File: src/w8ml_pkg.sv
// Package for the window-8 match/literal encoder.
// Holds the code widths, queue sizing and the queue entry type.
// Used by every module of the block; depends on nothing.
package w8ml_pkg;

  // Width of one packed output byte.
  localparam int unsigned BYTE_BITS = 8;
  // A literal code is one flag bit followed by the 8-bit byte.
  localparam int unsigned LIT_BITS = 9;
  // Width of a code length field (holds up to LIT_BITS).
  localparam int unsigned NBITS_W = 4;
  // Bit buffer of the packer: up to two full bytes.
  localparam int unsigned BUF_BITS = 2 * BYTE_BITS;
  // Width of the packer bit count (holds up to BUF_BITS).
  localparam int unsigned CNT_W = $clog2(BUF_BITS + 1);
  // Default history depth.
  localparam int unsigned DEFAULT_WINDOW_DEPTH = 8;
  // Entries in the queue between the search and the packer.
  localparam int unsigned QUEUE_DEPTH = 4;
  localparam int unsigned QCNT_W = $clog2(QUEUE_DEPTH + 1);

  // Opcodes of an input item.
  localparam logic OP_DATA = 1'b0;
  localparam logic OP_END  = 1'b1;

  // One classified item: a code to pack, or a flush request.
  typedef struct packed {
    logic                 flush;
    logic [LIT_BITS-1:0]  code;
    logic [NBITS_W-1:0]   nbits;
  } q_entry_t;

  // Status of the packer, seen by the top level.
  typedef struct packed {
    logic             pop;
    logic [CNT_W-1:0] bit_count;
  } back_status_t;

endpackage

File: src/w8ml_front.sv
// Front part of the encoder: history window search and code forming.
// Depends on w8ml_pkg; writes classified entries into the queue.
module w8ml_front
  import w8ml_pkg::*;
#(
  parameter int unsigned WINDOW_DEPTH = DEFAULT_WINDOW_DEPTH
) (
  input  logic           clk_i,
  input  logic           rst_ni,
  input  logic           accept_i,
  input  logic           opcode_i,
  input  logic [7:0]     data_byte_i,
  output q_entry_t       entry_o
);

  localparam int unsigned DIST_BITS = (WINDOW_DEPTH <= 2) ? 1 : $clog2(WINDOW_DEPTH);
  localparam int unsigned FILL_W    = $clog2(WINDOW_DEPTH + 1);
  localparam int unsigned MATCH_BITS = 1 + DIST_BITS;

  logic [7:0]           hist_q [WINDOW_DEPTH];
  logic [FILL_W-1:0]    fill_q;
  logic [FILL_W-1:0]    fill_d;
  logic [WINDOW_DEPTH-1:0] hit;
  logic                 any_hit;
  logic [DIST_BITS-1:0] hit_dist;

  // Compare every valid history entry with the incoming byte.
  always_comb begin
    for (int i = 0; i < WINDOW_DEPTH; i++) begin
      hit[i] = (FILL_W'(i) < fill_q) && (hist_q[i] == data_byte_i);
    end
  end

  // Priority pick: the newest matching entry wins.
  always_comb begin
    hit_dist = '0;
    any_hit  = 1'b0;
    for (int i = WINDOW_DEPTH - 1; i >= 0; i--) begin
      if (hit[i]) begin
        hit_dist = DIST_BITS'(i);
        any_hit  = 1'b1;
      end
    end
  end

  // Form the queue entry for the current item.
  always_comb begin
    entry_o.flush = (opcode_i == OP_END);
    if (any_hit) begin
      entry_o.code  = LIT_BITS'(hit_dist);
      entry_o.nbits = NBITS_W'(MATCH_BITS);
    end else begin
      entry_o.code  = {1'b1, data_byte_i};
      entry_o.nbits = NBITS_W'(LIT_BITS);
    end
  end

  // History fill count; an end item starts a fresh stream.
  always_comb begin
    fill_d = fill_q;
    if (accept_i) begin
      if (opcode_i == OP_END) begin
        fill_d = '0;
      end else if (fill_q < FILL_W'(WINDOW_DEPTH)) begin
        fill_d = fill_q + 1'b1;
      end
    end
  end

  always_ff @(posedge clk_i or negedge rst_ni) begin
    if (!rst_ni) begin
      fill_q <= '0;
    end else begin
      fill_q <= fill_d;
    end
  end

  // History shift line, newest byte in entry 0.
  always_ff @(posedge clk_i) begin
    if (accept_i && (opcode_i == OP_DATA)) begin
      hist_q[0] <= data_byte_i;
      for (int i = 1; i < WINDOW_DEPTH; i++) begin
        hist_q[i] <= hist_q[i-1];
      end
    end
  end

endmodule

File: src/w8ml_queue.sv
// Short queue between the search front and the bit packer.
// Depends on w8ml_pkg for the entry type and depth.
module w8ml_queue
  import w8ml_pkg::*;
(
  input  logic              clk_i,
  input  logic              rst_ni,
  input  logic              push_i,
  input  q_entry_t          push_data_i,
  input  logic              pop_i,
  output logic              full_o,
  output logic              valid_o,
  output q_entry_t          head_o,
  output logic [QCNT_W-1:0] count_o
);

  localparam int unsigned PTR_W = (QUEUE_DEPTH <= 2) ? 1 : $clog2(QUEUE_DEPTH);

  q_entry_t            mem_q [QUEUE_DEPTH];
  logic [PTR_W-1:0]    wr_ptr_q;
  logic [PTR_W-1:0]    rd_ptr_q;
  logic [QCNT_W-1:0]   count_q;

  assign full_o  = (count_q == QCNT_W'(QUEUE_DEPTH));
  assign valid_o = (count_q != '0);
  assign head_o  = mem_q[rd_ptr_q];
  assign count_o = count_q;

  // Pointers and occupancy.
  always_ff @(posedge clk_i or negedge rst_ni) begin
    if (!rst_ni) begin
      wr_ptr_q <= '0;
      rd_ptr_q <= '0;
      count_q  <= '0;
    end else begin
      if (push_i) begin
        wr_ptr_q <= (wr_ptr_q == PTR_W'(QUEUE_DEPTH - 1)) ? '0 : wr_ptr_q + 1'b1;
      end
      if (pop_i) begin
        rd_ptr_q <= (rd_ptr_q == PTR_W'(QUEUE_DEPTH - 1)) ? '0 : rd_ptr_q + 1'b1;
      end
      count_q <= count_q + QCNT_W'(push_i) - QCNT_W'(pop_i);
    end
  end

  // Entry storage.
  always_ff @(posedge clk_i) begin
    if (push_i) begin
      mem_q[wr_ptr_q] <= push_data_i;
    end
  end

endmodule

File: src/w8ml_back.sv
// Back part of the encoder: packs codes MSB-first into bytes and flushes.
// Depends on w8ml_pkg; drives the output register of the block.
module w8ml_back
  import w8ml_pkg::*;
(
  input  logic         clk_i,
  input  logic         rst_ni,
  input  logic         q_valid_i,
  input  q_entry_t     q_head_i,
  output back_status_t status_o,
  output logic         out_valid_o,
  input  logic         out_ready_i,
  output logic [7:0]   out_byte_o,
  output logic         last_o
);

  logic [BUF_BITS-1:0] bits_q, bits_d;
  logic [CNT_W-1:0]    cnt_q, cnt_d;
  logic                ov_q, ov_d;
  logic [7:0]          byte_q, byte_d;
  logic                last_q, last_d;
  logic                pop;
  logic                slot_free;
  logic [BUF_BITS-1:0] code_al;
  logic [BUF_BITS-1:0] merged_bits;
  logic [CNT_W-1:0]    merged_cnt;
  logic [7:0]          pad;

  assign slot_free = !ov_q || out_ready_i;

  // New code left-aligned under the bits already held.
  always_comb begin
    code_al = ({q_head_i.code, (BUF_BITS - LIT_BITS)'(0)}
               << (NBITS_W'(LIT_BITS) - q_head_i.nbits)) >> cnt_q;
    merged_bits = bits_q | code_al;
    merged_cnt  = cnt_q + CNT_W'(q_head_i.nbits);
    pad         = 8'hFF >> cnt_q[2:0];
  end

  // Packer step: drain a full byte, else take the next queue entry.
  always_comb begin
    bits_d = bits_q;
    cnt_d  = cnt_q;
    ov_d   = ov_q && !out_ready_i;
    byte_d = byte_q;
    last_d = last_q;
    pop    = 1'b0;
    if (cnt_q >= CNT_W'(BYTE_BITS)) begin
      if (slot_free) begin
        ov_d   = 1'b1;
        byte_d = bits_q[BUF_BITS-1 -: BYTE_BITS];
        last_d = 1'b0;
        bits_d = bits_q << BYTE_BITS;
        cnt_d  = cnt_q - CNT_W'(BYTE_BITS);
      end
    end else if (q_valid_i) begin
      if (q_head_i.flush) begin
        if (cnt_q == '0) begin
          pop = 1'b1;
        end else if (slot_free) begin
          pop    = 1'b1;
          ov_d   = 1'b1;
          byte_d = bits_q[BUF_BITS-1 -: BYTE_BITS] | pad;
          last_d = 1'b1;
          bits_d = '0;
          cnt_d  = '0;
        end
      end else begin
        pop = 1'b1;
        if ((merged_cnt >= CNT_W'(BYTE_BITS)) && slot_free) begin
          ov_d   = 1'b1;
          byte_d = merged_bits[BUF_BITS-1 -: BYTE_BITS];
          last_d = 1'b0;
          bits_d = merged_bits << BYTE_BITS;
          cnt_d  = merged_cnt - CNT_W'(BYTE_BITS);
        end else begin
          bits_d = merged_bits;
          cnt_d  = merged_cnt;
        end
      end
    end
  end

  // Bits below the count are kept at zero, so the buffer is reset too.
  always_ff @(posedge clk_i or negedge rst_ni) begin
    if (!rst_ni) begin
      bits_q <= '0;
      cnt_q  <= '0;
      ov_q   <= 1'b0;
    end else begin
      bits_q <= bits_d;
      cnt_q  <= cnt_d;
      ov_q   <= ov_d;
    end
  end

  // Output payload register.
  always_ff @(posedge clk_i) begin
    byte_q <= byte_d;
    last_q <= last_d;
  end

  assign out_valid_o        = ov_q;
  assign out_byte_o         = byte_q;
  assign last_o             = last_q;
  assign status_o.pop       = pop;
  assign status_o.bit_count = cnt_q;

endmodule

File: src/window8_match_literal_encoder_top.sv
// Window-8 match/literal encoder, top level.
// Throughput: one item per cycle into the queue while it is not full; the packer takes
// an entry only below a full byte; a full byte waits on the byte-wide output register.
// Reset clears the fill count, queue, packer bits and output valid; history is not cleared.
// Depends on w8ml_pkg, w8ml_front, w8ml_queue and w8ml_back.
module window8_match_literal_encoder_top
  import w8ml_pkg::*;
#(
  parameter int unsigned WINDOW_DEPTH = DEFAULT_WINDOW_DEPTH
) (
  input  logic       clk_i,
  input  logic       rst_ni,
  input  logic       in_valid_i,
  output logic       in_ready_o,
  input  logic       opcode_i,
  input  logic [7:0] data_byte_i,
  output logic       out_valid_o,
  input  logic       out_ready_i,
  output logic [7:0] out_byte_o,
  output logic       last_o
);

  logic              accept;
  logic              q_full;
  logic              q_valid;
  q_entry_t          front_entry;
  q_entry_t          q_head;
  logic [QCNT_W-1:0] q_count;
  back_status_t      back_status;

  assign in_ready_o = !q_full;
  assign accept     = in_valid_i && in_ready_o;

  // Window search and code forming.
  w8ml_front #(
    .WINDOW_DEPTH(WINDOW_DEPTH)
  ) u_front (
    .clk_i      (clk_i),
    .rst_ni     (rst_ni),
    .accept_i   (accept),
    .opcode_i   (opcode_i),
    .data_byte_i(data_byte_i),
    .entry_o    (front_entry)
  );

  // Decoupling queue.
  w8ml_queue u_queue (
    .clk_i      (clk_i),
    .rst_ni     (rst_ni),
    .push_i     (accept),
    .push_data_i(front_entry),
    .pop_i      (back_status.pop),
    .full_o     (q_full),
    .valid_o    (q_valid),
    .head_o     (q_head),
    .count_o    (q_count)
  );

  // Bit packer and output register.
  w8ml_back u_back (
    .clk_i      (clk_i),
    .rst_ni     (rst_ni),
    .q_valid_i  (q_valid),
    .q_head_i   (q_head),
    .status_o   (back_status),
    .out_valid_o(out_valid_o),
    .out_ready_i(out_ready_i),
    .out_byte_o (out_byte_o),
    .last_o     (last_o)
  );

  // The packer only takes an entry that the queue holds.
  a_pop_nonempty: assert property (@(posedge clk_i) disable iff (!rst_ni)
    back_status.pop |-> (q_count != '0))
    else $error("packer popped an empty queue");

  // The bit buffer never holds more than two bytes.
  a_count_bound: assert property (@(posedge clk_i) disable iff (!rst_ni)
    back_status.bit_count <= CNT_W'(BUF_BITS))
    else $error("packer bit count overflow");

  // A final byte always carries at least one pad bit.
  a_last_padded: assert property (@(posedge clk_i) disable iff (!rst_ni)
    (out_valid_o && last_o) |-> out_byte_o[0])
    else $error("final byte without pad bit");

  // A flush of a partial byte leaves the packer empty.
  a_flush_clears: assert property (@(posedge clk_i) disable iff (!rst_ni)
    (back_status.pop && q_valid && q_head.flush) |=> (back_status.bit_count == '0))
    else $error("flush left bits in the packer");

endmodule
File: config.mk
export PLATFORM = sky130hd
export DESIGN_NAME = window8_match_literal_encoder_top
export DESIGN_NICKNAME = d
export VERILOG_FILES = /design/src/w8ml_pkg.sv /design/src/w8ml_front.sv /design/src/w8ml_queue.sv /design/src/w8ml_back.sv /design/src/window8_match_literal_encoder_top.sv
export SDC_FILE = /design/constraint.sdc
export NUM_CORES = 1
export LEC_CHECK = 0
export BUFFER_PORTS_ARGS = -buffer_cell sky130_fd_sc_hd__buf_2
export CORE_ASPECT_RATIO = 0.6
export CORE_MARGIN = 3
export CORE_UTILIZATION = 60
export DETAILED_ROUTE_END_ITERATION = 10
export PLACE_DENSITY = 0.82
export SYNTH_ARGS = -nofsm -noshare
export SYNTH_HDL_FRONTEND = slang
export SYNTH_SLANG_ARGS = --single-unit
File: constraint.sdc
create_clock -name clk_i -period 4.7 [get_ports clk_i]
set_input_delay 0.94 -clock clk_i [delete_from_list [all_inputs] [get_ports clk_i]]
set_output_delay 0.94 -clock clk_i [all_outputs]
set_load 0.05 [all_outputs]
==> summary.md, run 1 <==
The final worst hold slack was 0.4673 ns. The tools report the leakage power of the design as 0.003044 µW. During synthesis, Yosys emitted a total of 0 warnings. The combined area of all synthesized cells was 7476 µm²; the final period utilization was 83.09%. STA puts the critical path data required time at 5.04 ns.

After detailed routing, the total wire length is 18.24 mm. The number of clock buffers added by TritonCTS is 17. After detailed routing, the number of vias per cell comes to 6.734. Ranked by instance count, the synthesized netlist is headed by 117 x sky130_fd_sc_hd__edfxtp_1, 47 x sky130_fd_sc_hd__xnor2_1, 35 x sky130_fd_sc_hd__nand2_1, 34 x sky130_fd_sc_hd__nor2_1, 33 x sky130_fd_sc_hd__dfrtp_1. Counting every net in the synthesized netlist gives 632. The worst register-to-register path ends at u_back.bits_q[8].

Setup repair after global routing left no endpoint under its margin. The via count is 5340, and the number of max-capacitance violations reported is 0. For the number of gates given a new drive strength after cts, the log shows 0. Sorting the synthesized cells by area gives the leading types as sky130_fd_sc_hd__edfxtp_1 47%, sky130_fd_sc_hd__dfrtp_1 11%, sky130_fd_sc_hd__xnor2_1 5.5%.

Once the floorplan was initialized, standard cells occupied 63.84% of the core. The worst reg-to-reg setup slack was 0.79 ns. Number of instances on the worst hold path: 0. For hold timing, the worst endpoint is u_front.hist_q[1][17].

Counting flops with a built-in enable in the synthesized netlist gives 117. The min-delay analysis places its worst path in the category reg2reg. Maximum number of pins on one net before global-route repair: 45. Setup violations remaining at the end of the flow were counted as 0.

The number of antenna cells inserted was 0; the share of the synthesized area in the top cell type was 47.00%. In this run the number of H-tree levels came out at 4. The number of global-route vias before repair was 5288; the width of the die was 150.1 µm. Counting cells, the worst reg-to-reg path comes to 15. The logs give 0 for the number of buffers inserted by post-CTS setup repair and 27.88% for the overall routing resource usage.

Pin placement for this block handled 24 I/O pins. The run gives 0 as the number of remaining DRC errors. Number of endpoints with negative hold slack in the final report: 0. The worst setup path is launched from a flop. For the final routed database, the setup TNS stands at 0 ns. Later-pin clock latency in the skew report: 0.42 ns. Of the cells placed in the final design, the portion with a size suffix greater than 1 is 12.48%.

The number of placed cells counting well taps was 761; the number of standard cells in the final layout excluding fillers was 793. Among all stages on the critical path, the largest delay is contributed by sky130_fd_sc_hd__mux4_1. VDD sags by at most 0.0003792 V. For the count of nets left with antenna violations after detail routing, the log shows 0.

The worst setup path is of the reg2reg kind. In the final routed layout, each cell accounts on average for 23.00 µm. The cell count after synthesis came out at 602. The critical path goes through buf_4, mux4_1, buf_4, ha_1, ha_1, a21o_1, a21oi_1, xnor2_1, ha_1, nand2b_1, nand2b_1, o21ai_0, a221oi_1, o21ai_0, o21ai_0.

The worst hold path begins at u_front.hist_q[1][9]. The height of the die works out to 92.47 µm. The root buffer cell chosen for the clock tree is sky130_fd_sc_hd__clkbuf_16. The finished cells cover 8364 µm². The clock net sink count was 150. sky130_fd_sc_hd__edfxtp_1 takes more of the synthesized area than any other cell. Of all flip-flops after synthesis, the portion carrying an async set or reset was 22.00%. The number of hold buffers added after CTS was 0. In this run the critical register-to-register path is launched from u_queue.rd_ptr_q[0].

TritonCTS built the clock tree. In the synthesized netlist the dominant register cell turns out to be sky130_fd_sc_hd__edfxtp_1. The count of buffers inserted at the top-level ports came out at 23. The number of nets in the finished design is 650. STA classifies the critical path endpoint as a flop. Once placement finished, the instance area stood at 7735 µm². Clock-pin slew was measured on the worst setup and hold paths at 0.06 ns.

The placed wire-length estimate was 12.62 mm; the synthesized area divided by synthesized cell count was 12.42 µm². The largest single stage delay on the critical path is 0.58 ns. The detailed router finished its first iteration with 667 violations.

The global-route wire length before repair is 29.08 mm, and the area growth from synthesis to layout is 11.88%. Summing the sequential cell areas from Yosys gives 58.04% of the chip area. The run finished with clean final reports. The run gives 13880 µm² as the die area. Summed over all layers, the global routing overflow is 0. For the worst setup path, the data arrival time is 4.24 ns. Max-slew violation count: 0. Clock skew on the completed layout was measured at 0.009488 ns. The initialized floorplan defines 30 standard-cell rows. After synthesis the netlist holds a flip-flop and latch count of 150. The total power divided by cell area was 679.4 nW/µm²; the distinct cell type count after synthesis was 66. The worst-margin pin slew was 0.9460 ns; the area of the placeable core was 11710 µm². The clock period minus worst slack works out to 3.905 ns. The first-pass iteration count of the detailed router was 6. In this run the deepest clock path goes through 2 buffers.

For the tightest slew margin relative to the limit, the log shows 36.40%. Based on the critical path, the design can be clocked at up to 256.1 MHz. Routability-driven placement finished with a final weighted congestion of 0.9969. The initial antenna violation count is 0, and the critical-path maximum fanout is 16. The most common cell in the synthesized netlist is sky130_fd_sc_hd__edfxtp_1.
worst max-delay path by stage:
stage                                      end  slack [ns]           startpoint  depth (start not counted)
after detailed placement      u_back.bits_q[8]        0.96  u_queue.rd_ptr_q[0]                         15
final                         u_back.bits_q[8]        0.79  u_queue.rd_ptr_q[0]                         15
after CTS                     u_back.bits_q[8]        0.92  u_queue.rd_ptr_q[0]                         15
after global routing          u_back.bits_q[8]        0.68  u_queue.rd_ptr_q[0]                         15
after global placement        u_back.bits_q[8]        1.04  u_queue.rd_ptr_q[0]                         15
after floorplan           u_front.hist_q[0][0]        0.39   u_queue.count_o[1]                          4
area by class of cell:
type | instances | area, µm²
multi-input cells | 399 | 2938
inverters | 20 | 75.07
fillers | 773 | 3347
well taps | 160 | 200.2
clock inverters | 14 | 200.2
clock buffers | 18 | 429.2
flip-flops and latches | 150 | 4339
repair buffers | 32 | 182.7
where the power goes:
group	internal, µW	switching, µW	total, µW
Sequential	1760	284	2040
Clock	895	550	1440
Combinational	765	1430	2190
per-layer routing:
metal | share of wire (%) | global-route usage (%)
met3 | 15 | 11.05
met4 | 1.8 | 9.970
met1 | 43 | 41.79
met5 | 0 | 0
met2 | 41 | 36.62
kinds of logic after synthesis:
logic type | share of synthesized area [%]
compound gates | 11.31
mux | 5.088
buf+inv | 2.828
flops | 58.04
simple gates | 11.58
fa+ha+maj | 2.946
xor+xnor | 8.201
per-stage QoR:
step / utilization, % / setup slack (ns) / total power (µW)
after CTS: 71.42 / 0.9245 / 5588
final: 71.42 / 0.7949 / 5683
after detailed placement: 66.05 / 0.9567 / 4124
after global routing: 71.42 / 0.6832 / 5942
after global placement: 66.05 / 1.042 / 4048
after floorplan: - / 0.3899 / 3541
state kept, by name (all words and copies together) (netlist names):
register            cells
u_front.hist_q         64
u_queue.mem_q          44
u_back.bits_q          16
u_back.out_byte_o       8
u_back.cnt_q            5
u_front.fill_q          4
u_queue.count_o         3
u_queue.rd_ptr_q        2
u_queue.wr_ptr_q        2
u_back.last_o           1
u_back.out_valid_o      1
layout by cell type, fill, tap and decap left out, drive strengths merged, types with 4 or more instances in the layout:
master / Yosys / routed
edfxtp: 117 / 117
xnor2: 47 / 47
nand2: 35 / 35
nor2: 34 / 34
dfrtp: 33 / 33
a21oi: 32 / 32
buf: 10 / 32
nor3: 25 / 25
o21ai: 24 / 24
xor2: 23 / 23
inv: 18 / 21
clkbuf: 23 / 18
ha: 16 / 16
nand4: 13 / 13
mux4: 12 / 12
and3: 8 / 8
nor4: 7 / 7
and2: 7 / 7
nand3: 7 / 7
a211oi: 7 / 7
a221oi: 7 / 7
clkinv: 2 / 7
nand3b: 6 / 6
nor2b: 6 / 6
nand2b: 6 / 6
mux2i: 5 / 5
o31ai: 5 / 5
a21o: 4 / 4
o22ai: 4 / 4
a31oi: 4 / 4
a2111oi: 4 / 4
bufinv: 0 / 4
worst max-delay path, delay by kind of cell, from the launching register on:
family / cells / cell delay, ns
compound gates: 6 / 1.11
mux: 1 / 0.58
xor+xnor: 1 / 0.12
buf+inv: 2 / 0.47
fa+ha+maj: 3 / 0.67
simple gates: 2 / 0.58
flops: 1 / 0.32
Power figures use the tool's default switching activity.
==> run 2: changes to the inputs <==
==> constraint.sdc (replaced) <==
create_clock -name clk_i -period 3.7 [get_ports clk_i]
set_input_delay 0.74 -clock clk_i [delete_from_list [all_inputs] [get_ports clk_i]]
set_output_delay 0.74 -clock clk_i [all_outputs]
set_load 0.05 [all_outputs]
==> summary.md, run 2 (same netlist as run 1, synthesis figures left out) <==
For the worst setup path, the data required time is 3.96 ns. The maximum number of pins on one net before global-route repair came out at 65. The initial antenna violation count was 0. TritonCTS built the clock tree. Using the TritonRoute via totals, the vias-per-cell ratio works out to 6.724. In the final layout, the registers with the most flip-flops are u_front.hist_q (64), u_queue.mem_q (44), u_back.bits_q (16). Dividing total power by cell area gives a power density of 848.4 nW/µm². The library cells used most frequently in the layout, excluding fill and tap cells, are 117 x sky130_fd_sc_hd__edfxtp_1, 47 x sky130_fd_sc_hd__xnor2_1, 35 x sky130_fd_sc_hd__nand2_1. The count of nets left with antenna violations after detail routing was 0; the number of global-route vias before repair was 5201. The first detailed-routing pass took 5 iterations. The tools report the startpoint type of the worst setup path as a flop. The worst setup path is captured at a flop. The I/O pin count is 24. The data arrival time of the worst path is 3.78 ns, and the routed wire length per instance is 22.38 µm.

The run gives 17.97 mm as the total wirelength of the detailed-routed design. The flip-flop count of the largest register after layout is 64, and the max-slew violation count is 0. The width of the die was 150.1 µm; the number of nets in the finished design was 660. The maximum clock skew at final layout came out at 0.01222 ns. Measured in cells, the most critical reg-to-reg path has a length of 12. The run gives 0.0006521 V as the worst ir drop on vdd. The via count is 5399.

Final hold analysis gives a worst-case slack of 0.3862 ns. For the pin with the worst max-slew slack, the measured transition is 1.157 ns. The first global-routing pass estimated 28.43 mm of wire. The final weighted congestion in routability-driven placement is 1.019, and the die area is 13880 µm². The critical-path maximum fanout was 7; the area of the placeable core was 11710 µm². The logs give 0 ns for the post-route setup TNS and 0 for the number of max-capacitance violations reported. The post-layout utilization of the core was 71.72%.

In the finished design, the share of the clock period the worst path needs comes to 94.89%. The flow ran to the end, and the final reports show no timing, DRC or antenna violations. The tree built by TritonCTS fans out to 150 sinks. Subtracting the final worst setup slack from the clock period gives 3.511 ns. Global routing finished with a remaining overflow of 0. The maximum level of the CTS H-tree is 4.

For this design, the CTS-stage hold fixing added 0 buffers. No sink is reached through more buffers than the 2 on the longest clock path. Compared with the post-synthesis result, the final layout area differs by 12.35%. Measured against its own limit, the worst slew margin works out to 22.13%. For the number of endpoints failing setup at the final stage, the log shows 0. Global routing used 27.28% of the available tracks. The row count is 30, and the placed wire-length estimate is 12.43 mm. The run gives 0 as the number of buffers inserted by post-CTS setup repair.

The tools report the leakage power of the design as 0.003071 µW. The number of remaining DRC errors is 0. In the final layout, the share of cells above drive strength 1 is 14.15%. The library cell used most frequently in the layout, excluding fill and tap cells, is sky130_fd_sc_hd__edfxtp_1. Port buffering added 23 buffers. The run gives 0 as the number of endpoints with negative hold slack in the final report. The detailed router finished its first iteration with 803 violations. The worst setup path is of the reg2reg kind. Worst hold path class: in2async.

Setup repair after global routing left no endpoint under its margin. The top register by number of flip-flops was u_front.hist_q. The number of antenna cells inserted is 0, and the clock-pin slew of the registers on the worst-case setup and hold paths is 0.06 ns. In this run the vertical extent of the chip is 92.47 µm. Once the clock tree was built, the resizer swapped 0 gates to a different size.

The number of buffers added by the clock tree synthesis step was 17; the starting utilization of the core area was 63.84%. Static timing analysis puts the maximum clock frequency at 284.8 MHz. For the worst-skew pair, the clock arrives at the later sink with an insertion delay of 0.43 ns. The root buffer cell chosen for the clock tree is sky130_fd_sc_hd__clkbuf_16.
[run 2: cell count changes in the layout (fill, tap and decap cells not counted), moves of 2 or more]
cell                         delta
sky130_fd_sc_hd__inv_6          +2
sky130_fd_sc_hd__inv_8          +2
sky130_fd_sc_hd__bufinv_16      -3
sky130_fd_sc_hd__buf_4         +10
sky130_fd_sc_hd__clkinvlp_4     +2
[run 2: final timing paths]
path / startpoint / endpoint / slack, ns
max reg2reg: u_queue.rd_ptr_q[0] / u_back.bits_q[13] / 0.19
min reg2reg: u_front.hist_q[0][26] / u_front.hist_q[1][2] / 0.47
max in group asynchronous: rst_ni / u_queue.rd_ptr_q[0] / 2.83
max: u_queue.rd_ptr_q[0] / u_back.bits_q[13] / 0.19
min in group clk_i: u_front.hist_q[0][26] / u_front.hist_q[1][2] / 0.47
min: rst_ni / u_back.bits_q[15] / 0.39
[run 2: layer usage]
| metal | track usage (%) | vias up | share of wire (%) |
|---|---|---|---|
| li1 | - | 2342 | - |
| met1 | 41.98 | 2618 | 43 |
| met2 | 37.78 | 403 | 43 |
| met3 | 7.677 | 36 | 13 |
| met4 | 8.219 | 0 | 1.7 |
| met5 | 0 | - | 0 |
[run 2: layout make-up]
class	instances	area [µm²]
sequential	150	4339
fill	765	3312
multi-input combinational	399	2938
clock buffer	17	425.4
timing repair buffer	42	257.7
tap	160	200.2
clock inverter	15	163.9
inverter	20	75.07
[run 2: worst max-delay path, stage by stage, from the launching register on]
cell and delay [ns]:
sky130_fd_sc_hd__dfrtp_1 0.59, sky130_fd_sc_hd__mux4_1 0.65, sky130_fd_sc_hd__ha_1 0.23, sky130_fd_sc_hd__ha_1 0.22
sky130_fd_sc_hd__a21o_1 0.19, sky130_fd_sc_hd__a21oi_1 0.18, sky130_fd_sc_hd__xnor2_1 0.11, sky130_fd_sc_hd__ha_1 0.22
sky130_fd_sc_hd__nand2b_1 0.22, sky130_fd_sc_hd__buf_4 0.21, sky130_fd_sc_hd__a311oi_1 0.28, sky130_fd_sc_hd__o21a_1 0.16
sky130_fd_sc_hd__o311ai_0 0.10
[run 2: where the power goes]
group	leakage [µW]	switching, µW	internal, µW
Sequential	0.00151	233	2240
Combinational	0.00128	1900	1040
Clock	0.000280	754	955
Total	0.00307	2890	4230
[run 2: through the flow]
stage / instance area, µm² / setup WS (ns) / power, µW / cells
after floorplan: 7478 / 0.2692 / 4495 / 602
after detailed placement: 7810 / 0.2567 / 5299 / 771
after global routing: 8399 / 0.06789 / 7488 / 803
final: 8399 / 0.1892 / 7126 / 803
after CTS: 8399 / 0.2583 / 7049 / 803
after global placement: 7810 / 0.4246 / 5184 / 771
==> run 3: changes to the inputs <==
--- a/config.mk
+++ b/config.mk
@@ -10,6 +10,7 @@
 export CORE_MARGIN = 3
 export CORE_UTILIZATION = 60
 export DETAILED_ROUTE_END_ITERATION = 10
+export GPL_TIMING_DRIVEN = 0
 export PLACE_DENSITY = 0.82
 export SYNTH_ARGS = -nofsm -noshare
 export SYNTH_HDL_FRONTEND = slang
==> summary.md, run 3 (same netlist as run 1, synthesis figures left out) <==
Prior to clock tree synthesis, the placed netlist has a worst setup slack of -0.5648 ns. The run gives 4 as the maximum level of the CTS H-tree. Of all nets on the critical path, the largest fanout is 10. The logs give 9.438% for the met3 layer usage reported by global route and 5366 for the via count. At the end of the flow the core is filled with cells to 71.83%. The maximum count of clock buffers along a single path is 2, and the height of the die is 92.47 µm. Entering global routing, the biggest net connects 34 pins.

For the pin with the worst max-slew slack, the measured transition is 1.229 ns. The worst ir drop on vdd came out at 0.0005808 V. The commonest non-fill, non-tap cell in the layout is sky130_fd_sc_hd__edfxtp_1. The number of standard cells in the final layout excluding fillers came out at 818. Later-pin clock latency in the skew report: 0.42 ns.

The area of all placed cells without fillers is 8412 µm². The first detailed-routing pass took 5 iterations. Setup violations remaining at the end of the flow were counted as 0.

In the layout the commonest cells are 117 x sky130_fd_sc_hd__edfxtp_1, 47 x sky130_fd_sc_hd__xnor2_1, 35 x sky130_fd_sc_hd__nand2_1. The number of clock buffers added by TritonCTS is 17. Once detail routing completed, the nets flagged for antenna violations numbered 0. Data arrives at the worst endpoint at 3.94 ns.

After clock tree synthesis, the clock-pin slew on the worst setup and hold paths is 0.06 ns. Dividing total power by cell area gives a power density of 845.8 nW/µm². Number of global-route vias before repair: 5164. Die area: 13880 µm². Buffers inserted to repair hold after CTS numbered 0.

At the worst endpoint, the required time is 4.04 ns. During placement, the flow inserted port buffers numbering 23. The final weighted congestion in routability-driven placement came out at 1.026.

Setup slack closes at 0.09331 ns. The clock period could shrink to 3.607 ns. For this block, the routed nets add up to 18.29 mm of wire. The global routing's busiest layer was met1.

From synthesis to final layout, the design area changed by 12.52%. In the global route stage, overall resource usage came out at 27.69%. The number of endpoints with negative hold slack in the final report was 0; the routed wire length per instance was 22.36 µm. The first global-routing pass estimated 28.68 mm of wire. Number of max-capacitance violations reported: 0.

Placement-stage cell area: 7825 µm². The flip-flop count of the largest register after layout was 64; the leakage power of the design was 0.003039 µW. For the highest clock frequency the design can meet, the log shows 277.3 MHz. Row count: 30.

The number of nets in the finished design was 675. The critical path class is reg2reg. The fraction of layout cells with a size suffix above 1 came out at 13.07%. Max-slew violation count: 0. The worst setup path is launched from a flop. The placed wire-length estimate was 13.32 mm. The initial utilization of the core area, before any placement, comes to 63.84%.

u_front.hist_q holds more flip-flops than any other register. Headroom to the max-slew limit came out at 17.41%. Between clock sinks in the finished design, the worst skew comes to 0.01146 ns.

The final period utilization came out at 97.48%. Global routing used 35.42% of the available met2 tracks. STA classifies the critical path endpoint as a flop. The total area inside the core boundary comes to 11710 µm². The clock net sink count is 150, and the number of antenna cells inserted is 0. TritonCTS built the clock tree. The largest registers in the layout are u_front.hist_q (64), u_queue.mem_q (44), u_back.bits_q (16). During I/O placement, the number of pins put on the boundary was 24. The first routing iteration left 773 violations. CTS placed an instance of sky130_fd_sc_hd__clkbuf_16 at the clock tree root. For the initial antenna violation count, the log shows 0. The critical path starts at u_queue.rd_ptr_q[0]. The flow ran to the end, and the final reports show no timing, DRC or antenna violations.

The worst hold path class was in2async. Final worst hold slack: 0.4009 ns. The tools report the remaining global-route overflow as 0.

The startpoint of the lowest-slack register-to-register path is u_queue.rd_ptr_q[0]. Setup repair after global routing left no endpoint under its margin. After detailed routing, the number of remaining DRC violations is 0. The number of placed cells counting well taps came out at 786. Using the TritonRoute via totals, the vias-per-cell ratio works out to 6.560. The die is 150.1 µm wide.

For the global-route track usage on met1, the log shows 44.32%.
[run 3: changes by cell type in the layout (fill, tap and decap cells not counted), moves of 3 or more]
cell,change
sky130_fd_sc_hd__inv_6,+3
sky130_fd_sc_hd__clkbuf_1,+20
sky130_fd_sc_hd__buf_1,+4
sky130_fd_sc_hd__buf_4,-16
sky130_fd_sc_hd__buf_2,+4
sky130_fd_sc_hd__clkinv_4,-3
[run 3: timing repair]
item,in CTS,in global routing
gates cloned,0,0
endpoints found under the setup margin,24,10
resized for setup,5,1
setup buffers,2,1
[run 3: final timing paths]
kind,end,slack (ns),cells past startpoint
worst min register to register,u_front.hist_q[1][21],0.47,0
max in group asynchronous,u_queue.rd_ptr_q[0],2.76,1
worst max-delay path,u_back.bits_q[8],0.09,13
worst min-delay path,u_back.bits_q[2],0.40,1
worst max register to register,u_back.bits_q[8],0.09,13
min in group clk_i,u_front.hist_q[1][21],0.47,0
[run 3: routing by layer]
| metal | vias to the layer above | wire length, µm |
|---|---|---|
| met5 | - | 48 |
| met1 | 2604 | 8097 |
| li1 | 2373 | - |
| met3 | 21 | 2734 |
| met4 | 2 | 144 |
| met2 | 366 | 7266 |
[run 3: area by class of cell]
cell class	count	area [µm²]
fillers	801	3299
flip-flops and latches	150	4340
clock buffers	17	425.4
inverters	20	78.83
multi-input cells	399	2938
well taps	160	200.2
repair buffers	27	157.7
clock inverters	15	142.6
plain buffers	30	128.9
[run 3: report_power, final]
| group | total (µW) | leakage (µW) | internal [µW] | switching, µW |
|---|---|---|---|---|
| clock | 1660 | 0.000270 | 941 | 722 |
| combinational | 3010 | 0.00126 | 1010 | 2000 |
| sequential | 2440 | 0.00151 | 2230 | 206 |
[run 3: metrics by stage]
| step | total power (µW) | TNS (ns) |
|---|---|---|
| after floorplan | 4495 | 0 |
| after global placement | 5204 | -4.049 |
| after detailed placement | 5310 | -7.321 |
| after CTS | 7000 | 0 |
| after global routing | 7472 | 0 |
| final | 7115 | 0 |
[run 3: critical path, cell delays in order, from the launching register on]
cell	delay, ns
sky130_fd_sc_hd__dfrtp_2	0.45
sky130_fd_sc_hd__mux4_2	0.56
sky130_fd_sc_hd__ha_1	0.25
sky130_fd_sc_hd__ha_1	0.23
sky130_fd_sc_hd__a21o_1	0.20
sky130_fd_sc_hd__a21oi_1	0.19
sky130_fd_sc_hd__xnor2_1	0.11
sky130_fd_sc_hd__ha_1	0.23
sky130_fd_sc_hd__nor2_1	0.26
sky130_fd_sc_hd__clkbuf_4	0.30
sky130_fd_sc_hd__nor2_1	0.06
sky130_fd_sc_hd__a221oi_1	0.32
sky130_fd_sc_hd__o21ai_0	0.16
sky130_fd_sc_hd__o21ai_0	0.20
